==> config.mk <==
export PLATFORM = sky130hd
export DESIGN_NAME = impact_peak_detector
export DESIGN_NICKNAME = d
export VERILOG_FILES = /design/src/hw/rtl/ipd_pkg.sv /design/src/hw/rtl/impact_peak_detector.sv
export SDC_FILE = /design/constraint.sdc
export NUM_CORES = 2
export LEC_CHECK = 0
export BUFFER_PORTS_ARGS = -buffer_cell sky130_fd_sc_hd__buf_2
export CAP_MARGIN = 15
export CORE_ASPECT_RATIO = 0.6
export CORE_UTILIZATION = 55
export DETAILED_ROUTE_END_ITERATION = 10
export PLACE_DENSITY = 0.71
export SYNTH_ARGS = -nofsm -noshare
export SYNTH_HDL_FRONTEND = slang
export SYNTH_SLANG_ARGS = --single-unit
==> constraint.sdc <==
create_clock -name clk -period 9.1 [get_ports clk]
set_input_delay 0.91 -clock clk [delete_from_list [all_inputs] [get_ports clk]]
set_output_delay 0.91 -clock clk [all_outputs]
set_load 0.02 [all_outputs]
==> src/hw/rtl/ipd_pkg.sv <==
// Shared widths, register indexes and constants for the impact peak detector.
// No dependencies; imported by the detector and its port checker.
package ipd_pkg;

	localparam int unsigned RAW_W   = 24;
	localparam int unsigned FORCE_W = 24;
	localparam int unsigned TIME_W  = 32;
	localparam int unsigned SCALE_W = 32;
	localparam int unsigned PCT_W   = 16;
	localparam int unsigned LVL_W   = 4;
	localparam int unsigned CFG_IDX_W  = 3;
	localparam int unsigned CFG_DATA_W = 32;

	// serial multiplier: magnitude bits times scale
	localparam int unsigned PROD_W = FORCE_W + SCALE_W;
	localparam int unsigned FRAC_W = 16;
	// serial divider: peak times one hundred
	localparam int unsigned DIVD_W = FORCE_W + 7;

	localparam logic signed [RAW_W-1:0] RAIL_HIGH = 24'sh7EFF00;
	localparam logic signed [RAW_W-1:0] RAIL_LOW  = -24'sd8388600;
	localparam logic [FORCE_W-1:0] FORCE_MAX  = 24'hFFFFFF;
	localparam logic [PCT_W-1:0]   PCT_MAX    = 16'hFFFF;
	localparam logic [DIVD_W-1:0]  PCT_SCALE  = 31'd100;
	localparam logic [PCT_W-1:0]   LVL_STEP   = 16'd10;
	localparam logic [LVL_W-1:0]   LVL_MAX    = 4'd10;
	localparam logic [PCT_W-1:0]   LVL_TOP_PCT = 16'd90;

	typedef enum logic [CFG_IDX_W-1:0] {
		REG_TARE_OFFSET   = 3'd0,
		REG_INV_SCALE     = 3'd1,
		REG_MIN_RISE      = 3'd2,
		REG_TRIGGER_LEVEL = 3'd3,
		REG_LOCKOUT_MS    = 3'd4,
		REG_WINDOW_MS     = 3'd5,
		REG_FULL_SCALE    = 3'd6
	} cfg_reg_t;

	localparam logic [SCALE_W-1:0] INV_SCALE_RST  = 32'd65536;
	localparam logic [TIME_W-1:0]  LOCKOUT_RST    = 32'd1000;
	localparam logic [TIME_W-1:0]  WINDOW_RST     = 32'd200;
	localparam logic [FORCE_W-1:0] FULL_SCALE_RST = 24'd1;

endpackage

==> src/hw/rtl/impact_peak_detector.sv <==
// Impact peak detector top level: sample screening, serial force scaling,
// strike trigger and peak hold, serial percent divide. Depends on ipd_pkg.
//
// One load-cell sample is taken per transaction and exactly one result is
// returned for it. A timeout or rail reading goes straight to the emit state,
// and the next sample can be taken once its result has been handed to the
// output register. Any other sample is scaled by a bit-serial shift-add
// multiplier and then judged in the decide state before it is emitted. A
// sample that closes a strike window also runs a bit-serial restoring divider
// for the percent of full scale, and the emit state latches the saturated
// quotient before the result is sent (no latch step when the percent is zero).
// The result sits in an output register, so a new sample is taken while an
// earlier result still waits for out_ready. A second result then holds the
// input until the first is taken.
// Configuration writes are always ready and act at once, so write them only
// while no sample is in flight.
module impact_peak_detector
	import ipd_pkg::*;
(
	input  logic                         clk,
	input  logic                         arst_n,
	input  logic                         cfg_valid,
	output logic                         cfg_ready,
	input  logic [CFG_IDX_W-1:0]         cfg_index,
	input  logic [CFG_DATA_W-1:0]        cfg_data,
	input  logic                         in_valid,
	output logic                         in_ready,
	input  logic signed [RAW_W-1:0]      raw_sample,
	input  logic                         read_timeout,
	input  logic [TIME_W-1:0]            now_ms,
	output logic                         out_valid,
	input  logic                         out_ready,
	output logic                         strike_done,
	output logic [FORCE_W-1:0]           peak_value,
	output logic [PCT_W-1:0]             peak_percent,
	output logic [LVL_W-1:0]             peak_level,
	output logic                         sample_rejected
);

	typedef enum logic [2:0] {
		S_IDLE,
		S_MUL,
		S_DECIDE,
		S_DIV,
		S_EMIT
	} state_t;

	state_t state_q;
	logic [4:0] cnt_q;

	logic signed [RAW_W-1:0] tare_q;
	logic [SCALE_W-1:0] inv_scale_q;
	logic [FORCE_W-1:0] min_rise_q;
	logic [FORCE_W-1:0] trig_level_q;
	logic [TIME_W-1:0]  lockout_q;
	logic [TIME_W-1:0]  window_q;
	logic [FORCE_W-1:0] full_scale_q;

	logic               measuring_q;
	logic [TIME_W-1:0]  window_start_q;
	logic [FORCE_W-1:0] held_peak_q;
	logic [FORCE_W-1:0] prev_force_q;
	logic [TIME_W-1:0]  last_strike_q;

	logic [TIME_W-1:0]  now_q;
	logic [PROD_W-1:0]  prod_q;
	logic [FORCE_W:0]   rem_q;
	logic [DIVD_W-1:0]  quo_q;

	logic               res_done_q;
	logic               res_rej_q;
	logic [FORCE_W-1:0] res_peak_q;
	logic [PCT_W-1:0]   res_pct_q;

	logic               out_valid_q;
	logic               out_done_q;
	logic               out_rej_q;
	logic [FORCE_W-1:0] out_peak_q;
	logic [PCT_W-1:0]   out_pct_q;
	logic [LVL_W-1:0]   out_lvl_q;

	logic                    rejected;
	logic signed [RAW_W:0]   diff;
	logic [RAW_W-1:0]        mag;
	logic [SCALE_W:0]        mul_sum;
	logic [FORCE_W-1:0]      force_val;
	logic                    rise_ok;
	logic                    trig_ok;
	logic                    lock_ok;
	logic                    win_ok;
	logic [FORCE_W-1:0]      new_peak;
	logic [FORCE_W:0]        div_shift;
	logic [FORCE_W:0]        div_sub;
	logic                    div_bit;
	logic [FORCE_W-1:0]      fs_eff;
	logic [PCT_W-1:0]        pct_sat;
	logic [LVL_W-1:0]        level;
	logic                    emit_go;

	assign cfg_ready = 1'b1;
	assign in_ready  = (state_q == S_IDLE);

	assign rejected = read_timeout || (raw_sample >= RAIL_HIGH) || (raw_sample <= RAIL_LOW);
	assign diff = {raw_sample[RAW_W-1], raw_sample} - {tare_q[RAW_W-1], tare_q};
	assign mag  = diff[RAW_W] ? RAW_W'(-diff) : diff[RAW_W-1:0];

	assign mul_sum = {1'b0, prod_q[PROD_W-1:RAW_W]} + (prod_q[0] ? {1'b0, inv_scale_q} :
		{(SCALE_W+1){1'b0}});

	assign force_val = (|prod_q[PROD_W-1:FRAC_W+FORCE_W]) ? FORCE_MAX :
		prod_q[FRAC_W+FORCE_W-1:FRAC_W];
	assign rise_ok = {1'b0, force_val} >= ({1'b0, prev_force_q} + {1'b0, min_rise_q});
	assign trig_ok = force_val >= trig_level_q;
	assign lock_ok = (now_q - last_strike_q) >= lockout_q;
	assign win_ok  = (now_q - window_start_q) >= window_q;
	assign new_peak = (force_val > held_peak_q) ? force_val : held_peak_q;

	assign fs_eff    = (full_scale_q == '0) ? FORCE_W'(1) : full_scale_q;
	assign div_shift = {rem_q[FORCE_W-1:0], quo_q[DIVD_W-1]};
	assign div_sub   = div_shift - {1'b0, fs_eff};
	assign div_bit   = div_shift >= {1'b0, fs_eff};
	assign pct_sat   = (|quo_q[DIVD_W-1:PCT_W]) ? PCT_MAX : quo_q[PCT_W-1:0];

	assign emit_go = (state_q == S_EMIT) && !(res_done_q && res_pct_q != pct_sat) &&
		(!out_valid_q || out_ready);

	always_comb begin
		level = '0;
		if (res_pct_q > LVL_TOP_PCT) begin
			level = LVL_MAX;
		end else begin
			for (int k = 0; k < 10; k++) begin
				if (res_pct_q > PCT_W'(k) * LVL_STEP) begin
					level = level + LVL_W'(1);
				end
			end
		end
	end

	always_ff @(posedge clk or negedge arst_n) begin
		if (!arst_n) begin
			tare_q       <= '0;
			inv_scale_q  <= INV_SCALE_RST;
			min_rise_q   <= '0;
			trig_level_q <= '0;
			lockout_q    <= LOCKOUT_RST;
			window_q     <= WINDOW_RST;
			full_scale_q <= FULL_SCALE_RST;
		end else if (cfg_valid && cfg_ready) begin
			case (cfg_index)
				REG_TARE_OFFSET:   tare_q       <= cfg_data[RAW_W-1:0];
				REG_INV_SCALE:     inv_scale_q  <= cfg_data[SCALE_W-1:0];
				REG_MIN_RISE:      min_rise_q   <= cfg_data[FORCE_W-1:0];
				REG_TRIGGER_LEVEL: trig_level_q <= cfg_data[FORCE_W-1:0];
				REG_LOCKOUT_MS:    lockout_q    <= cfg_data[TIME_W-1:0];
				REG_WINDOW_MS:     window_q     <= cfg_data[TIME_W-1:0];
				REG_FULL_SCALE:    full_scale_q <= cfg_data[FORCE_W-1:0];
				default: ;
			endcase
		end
	end

	always_ff @(posedge clk or negedge arst_n) begin
		if (!arst_n) begin
			state_q        <= S_IDLE;
			cnt_q          <= '0;
			measuring_q    <= 1'b0;
			window_start_q <= '0;
			held_peak_q    <= '0;
			prev_force_q   <= '0;
			last_strike_q  <= '0;
			now_q          <= '0;
			prod_q         <= '0;
			rem_q          <= '0;
			quo_q          <= '0;
			res_done_q     <= 1'b0;
			res_rej_q      <= 1'b0;
			res_peak_q     <= '0;
			res_pct_q      <= '0;
			out_valid_q    <= 1'b0;
			out_done_q     <= 1'b0;
			out_rej_q      <= 1'b0;
			out_peak_q     <= '0;
			out_pct_q      <= '0;
			out_lvl_q      <= '0;
		end else begin
			if (emit_go) begin
				out_valid_q <= 1'b1;
			end else if (out_ready) begin
				out_valid_q <= 1'b0;
			end
			case (state_q)
				S_IDLE: begin
					if (in_valid) begin
						now_q      <= now_ms;
						res_rej_q  <= rejected;
						res_done_q <= 1'b0;
						res_peak_q <= '0;
						res_pct_q  <= '0;
						if (rejected) begin
							prev_force_q <= '0;
							state_q      <= S_EMIT;
						end else begin
							prod_q  <= {{SCALE_W{1'b0}}, mag};
							cnt_q   <= 5'(RAW_W - 1);
							state_q <= S_MUL;
						end
					end
				end
				S_MUL: begin
					prod_q <= {mul_sum, prod_q[RAW_W-1:1]};
					cnt_q  <= cnt_q - 5'd1;
					if (cnt_q == '0) begin
						state_q <= S_DECIDE;
					end
				end
				S_DECIDE: begin
					prev_force_q <= force_val;
					state_q      <= S_EMIT;
					if (!measuring_q) begin
						if (rise_ok && trig_ok && lock_ok) begin
							measuring_q    <= 1'b1;
							window_start_q <= now_q;
							held_peak_q    <= force_val;
						end
					end else begin
						held_peak_q <= new_peak;
						if (win_ok) begin
							measuring_q   <= 1'b0;
							last_strike_q <= now_q;
							res_done_q    <= 1'b1;
							res_peak_q    <= new_peak;
							rem_q         <= '0;
							quo_q         <= {7'd0, new_peak} * PCT_SCALE;
							cnt_q         <= 5'(DIVD_W - 1);
							state_q       <= S_DIV;
						end
					end
				end
				S_DIV: begin
					rem_q <= div_bit ? div_sub : div_shift;
					quo_q <= {quo_q[DIVD_W-2:0], div_bit};
					cnt_q <= cnt_q - 5'd1;
					if (cnt_q == '0) begin
						state_q <= S_EMIT;
					end
				end
				S_EMIT: begin
					if (res_done_q && res_pct_q != pct_sat) begin
						res_pct_q <= pct_sat;
					end else if (emit_go) begin
						out_done_q  <= res_done_q;
						out_rej_q   <= res_rej_q;
						out_peak_q  <= res_peak_q;
						out_pct_q   <= res_pct_q;
						out_lvl_q   <= res_done_q ? level : '0;
						state_q     <= S_IDLE;
					end
				end
				default: state_q <= S_IDLE;
			endcase
		end
	end

	assign out_valid       = out_valid_q;
	assign strike_done     = out_done_q;
	assign sample_rejected = out_rej_q;
	assign peak_value      = out_peak_q;
	assign peak_percent    = out_pct_q;
	assign peak_level      = out_lvl_q;

endmodule

==> key figures <==
Status
  • Run status: complete, no violations

STA
  • Count of pins over their slew limit: 0
  • Worst max-slew margin expressed relative to the limit: 23.73%
  • Worst-case clock skew: 0.02284 ns
  • Final setup fails: 0
  • Highest achievable clock rate: 125.5 MHz
  • Total Neg Setup Slack: 0 ns
  • Worst Tran Pin Value: 1.144 ns
  • RSZ-0062 raised after global routing: no
  • Time the worst path needs with I/O delays and setup: 7.966 ns
  • Hold Vio Cnt, Final: 0
  • Crit share post-route: 87.54%

Cells and area
  • Area of the multi-input gates: 21380 um2
  • Final layout net count: 4590
  • Area Overhead vs Synth: 10.01%
  • Ratio of cells with drive above 1 in the final layout: 14.83%
  • Reg area: 13650 um2
  • Final-layout fill cell count: 5680

Synth
  • Post-synth EDFFs: 0
  • Netlist area before placement: 37020 um2
  • Cell count after synthesis: 3977
  • Register area share after synthesis: 36.88%
  • Register bit total from synthesis: 545
  • Leading post-synthesis cells by cell area: sky130_fd_sc_hd__dfrtp_1, sky130_fd_sc_hd__ha_1, sky130_fd_sc_hd__mux2_2
  • Fraction of registers with async set or reset after synthesis: 100.0%
  • Top FF cell, synth: sky130_fd_sc_hd__dfrtp_1
  • Biggest area consumer among synthesized cells: sky130_fd_sc_hd__dfrtp_1
  • Library cell with the highest instance count after synthesis: sky130_fd_sc_hd__dfrtp_1
  • Post-synthesis area per instance: 9.309 um2
  • Yosys top cell area share: 36.09%
  • Synth unique cells: 82
  • Yosys warning total: 0
  • Number of nets in the synthesized netlist: 4487
  • Synth top cells by count: sky130_fd_sc_hd__dfrtp_1, sky130_fd_sc_hd__inv_1, sky130_fd_sc_hd__ha_1, sky130_fd_sc_hd__nand2_1, sky130_fd_sc_hd__o21ai_0

Worst setup path
  • Arrival time of the worst setup path: 8.49 ns
  • Capturing point of the worst reg2reg path: quo_q[28]
  • Slowest library cell on the worst path: sky130_fd_sc_hd__o21ai_0
  • Critical Path Start Type: flip-flop
  • Category of the most critical setup path: flip-flop to flip-flop
  • Worst Reg2Reg Path Length in Cells: 29
  • Worst reg2reg startpoint: prod_q[40]
  • Critical path peak fanout: 32
  • Largest stage delay on the critical path: 0.56 ns
  • Required time of the critical path: 9.62 ns
  • Reg-to-reg setup timing slack: 1.13 ns
  • Crit. End Element: flip-flop

Floorplanning
  • Row cnt: 73
  • Standard cell core area: 66400 um2
  • Die height: 203.0 um
  • Die extent in x: 336.9 um
  • Initial Utilization: 55.75%
  • Die Area: 68390 um2
  • Num ports: 146

CTS
  • # Post-CTS Setup Buffers: 0
  • Post-CTS Resized: 0
  • Hold buffers post-CTS: 0
  • Clock input transition at the sequential cells of the worst setup and hold paths: 0.07 ns
  • Root Buffer: sky130_fd_sc_hd__clkbuf_16
  • Clock tree from TritonCTS: built
  • Clock buffers created by TritonCTS: 56
  • Worst-case clock buffer depth: 3
  • Clock latency of the later-clocked register in the worst-skew pair: 0.64 ns
  • Number of H-tree branching levels: 2
  • Clock Sink Count: 545

Global route
  • Via count of the first global-routing pass: 28020
  • Number of antenna violations at the first check in global routing: 8
  • Total congestion overflow after global routing: 0
  • Maximum number of pins on one net before global-route repair: 183
  • Total Routing Usage GR: 28.94%
  • Global-route wire length before repair: 156900 um

Hold path
  • Worst min path class: primary input to asynchronous set/reset pin

Route
  • Final routed wire length divided by cell count: 19.47 um
  • Count of TritonRoute iterations in the first routing pass: 5
  • Overall via count from detail_route: 29600
  • Routed WL: 97950 um
  • Vias per cell: 5.885
  • Drc violations: 0
  • Number of DRC markers after the initial detailed-route iteration: 2533
  • Antenna-violating nets left: 0

Placement
  • Count of input and output buffers: 144
  • Dpl hpwl: 72790 um
  • Final estimated routing congestion in global placement: 0.9636

Run
  • # Max-Cap Violations: 0
[layout by cell type (no fill, tap or decap), drive strengths merged, types with 20 or more instances in the layout]
| cell type | netlist | routed |
|---|---|---|
| mux2i | 39 | 39 |
| nand3 | 72 | 72 |
| fa | 24 | 24 |
| inv | 409 | 411 |
| a21o | 135 | 135 |
| xor2 | 76 | 76 |
| xnor2 | 123 | 123 |
| dfrtp | 534 | 534 |
| a21oi | 238 | 238 |
| nand4 | 42 | 42 |
| nor2b | 29 | 29 |
| and3 | 25 | 25 |
| a211oi | 20 | 20 |
| o21ai | 354 | 354 |
| a31oi | 30 | 30 |
| or2 | 29 | 29 |
| buf | 15 | 182 |
| ha | 389 | 389 |
| nor4 | 31 | 31 |
| and2 | 48 | 48 |
| nand2 | 358 | 358 |
| nand2b | 37 | 37 |
| nor2 | 189 | 189 |
| o22ai | 30 | 30 |
| nor3 | 44 | 44 |
| o21bai | 32 | 32 |
| o21a | 24 | 24 |
| clkbuf | 122 | 80 |
| mux2 | 268 | 268 |
[critical path: cells and delay by family, from the launching register on]
family	cells	cell delay, ns
fa+ha+maj	5	1.71
flops	1	0.40
simple gates	6	1.71
buf+inv	5	0.70
compound gates	13	3.32
[final cells by class]
| class | instances | area share, % |
|---|---|---|
| Multi-Input combinational cell | 2886 | 52.49 |
| Sequential cell | 545 | 33.52 |
| Clock buffer | 80 | 4.009 |
| Inverter | 409 | 3.769 |
| Tap cell | 900 | 2.765 |
| Timing Repair Buffer | 182 | 2.544 |
| Clock inverter | 26 | 0.8878 |
| Antenna cell | 2 | 0.01229 |
[how the worst max path moves through the flow]
stage / start / cells after the start / slack, ns / to
detailed placement: prod_q[48] / 29 / 1.32 / quo_q[28]
floorplan: prod_q[50] / 33 / 1.92 / quo_q[28]
global route: prod_q[48] / 28 / 0.55 / quo_q[28]
global placement: prod_q[40] / 29 / 1.49 / quo_q[28]
finish: prod_q[40] / 29 / 1.13 / quo_q[28]
CTS: prod_q[48] / 29 / 1.26 / quo_q[28]
[routing by layer]
metal | GRT usage (%) | part of all wire [%] | routed length (um) | vias to the layer above
met5 | 0 | 0.030 | 29 | -
met4 | 5.438 | 1.6 | 1590 | 4
met3 | 5.559 | 8.4 | 8250 | 125
met2 | 41.63 | 41 | 39900 | 938
met1 | 44.97 | 49 | 48180 | 14360
li1 | - | - | - | 14180
[through the flow]
stage	setup WS, ns	instances	hold WS [ns]	instance area, um2	utilization (%)
finish	1.134	5030	0.3316	40730	61.33
global route	0.5452	5028	0.3763	40720	61.33
CTS	1.260	5027	0.3478	40710	61.30
detailed placement	1.319	4921	0.4676	38710	58.30
global placement	1.485	4921	0.4615	38710	58.30
floorplan	1.925	3977	0.4438	37020	-
[registers in the layout (all words and copies together), names as in the netlist, 5 cells and up]
| name | cells |
|---|---|
| prod_q | 56 |
| cnt_q | 5 |
| res_peak_q | 24 |
| prev_force_q | 24 |
| lockout_q | 32 |
| peak_value | 24 |
| window_q | 32 |
| res_pct_q | 16 |
| window_start_q | 32 |
| rem_q | 24 |
| peak_percent | 16 |
| held_peak_q | 24 |
| trig_level_q | 24 |
| min_rise_q | 24 |
| last_strike_q | 32 |
| tare_q | 24 |
| quo_q | 31 |
| inv_scale_q | 32 |
| now_q | 32 |
| full_scale_q | 24 |
[cells by family (layout without fill, tap and decap cells)]
| kind of cell | after synthesis | count (layout) | share of synthesized area (%) |
|---|---|---|---|
| AND/OR/NAND/NOR | 945 | 945 | 12.05 |
| multiplexers | 307 | 307 | 9.226 |
| AO/OA/AOI/OAI | 1021 | 1021 | 17.10 |
| XOR/XNOR | 199 | 199 | 4.708 |
| other | 1 | 3 | 0.01013 |
| buffers and inverters | 546 | 697 | 5.583 |
| flip-flops | 545 | 545 | 36.88 |
| adder cells (fa/ha/maj) | 413 | 413 | 14.44 |
Power is not shown: default switching activity piles up to over one toggle a cycle in this logic, so the estimate is an artifact.
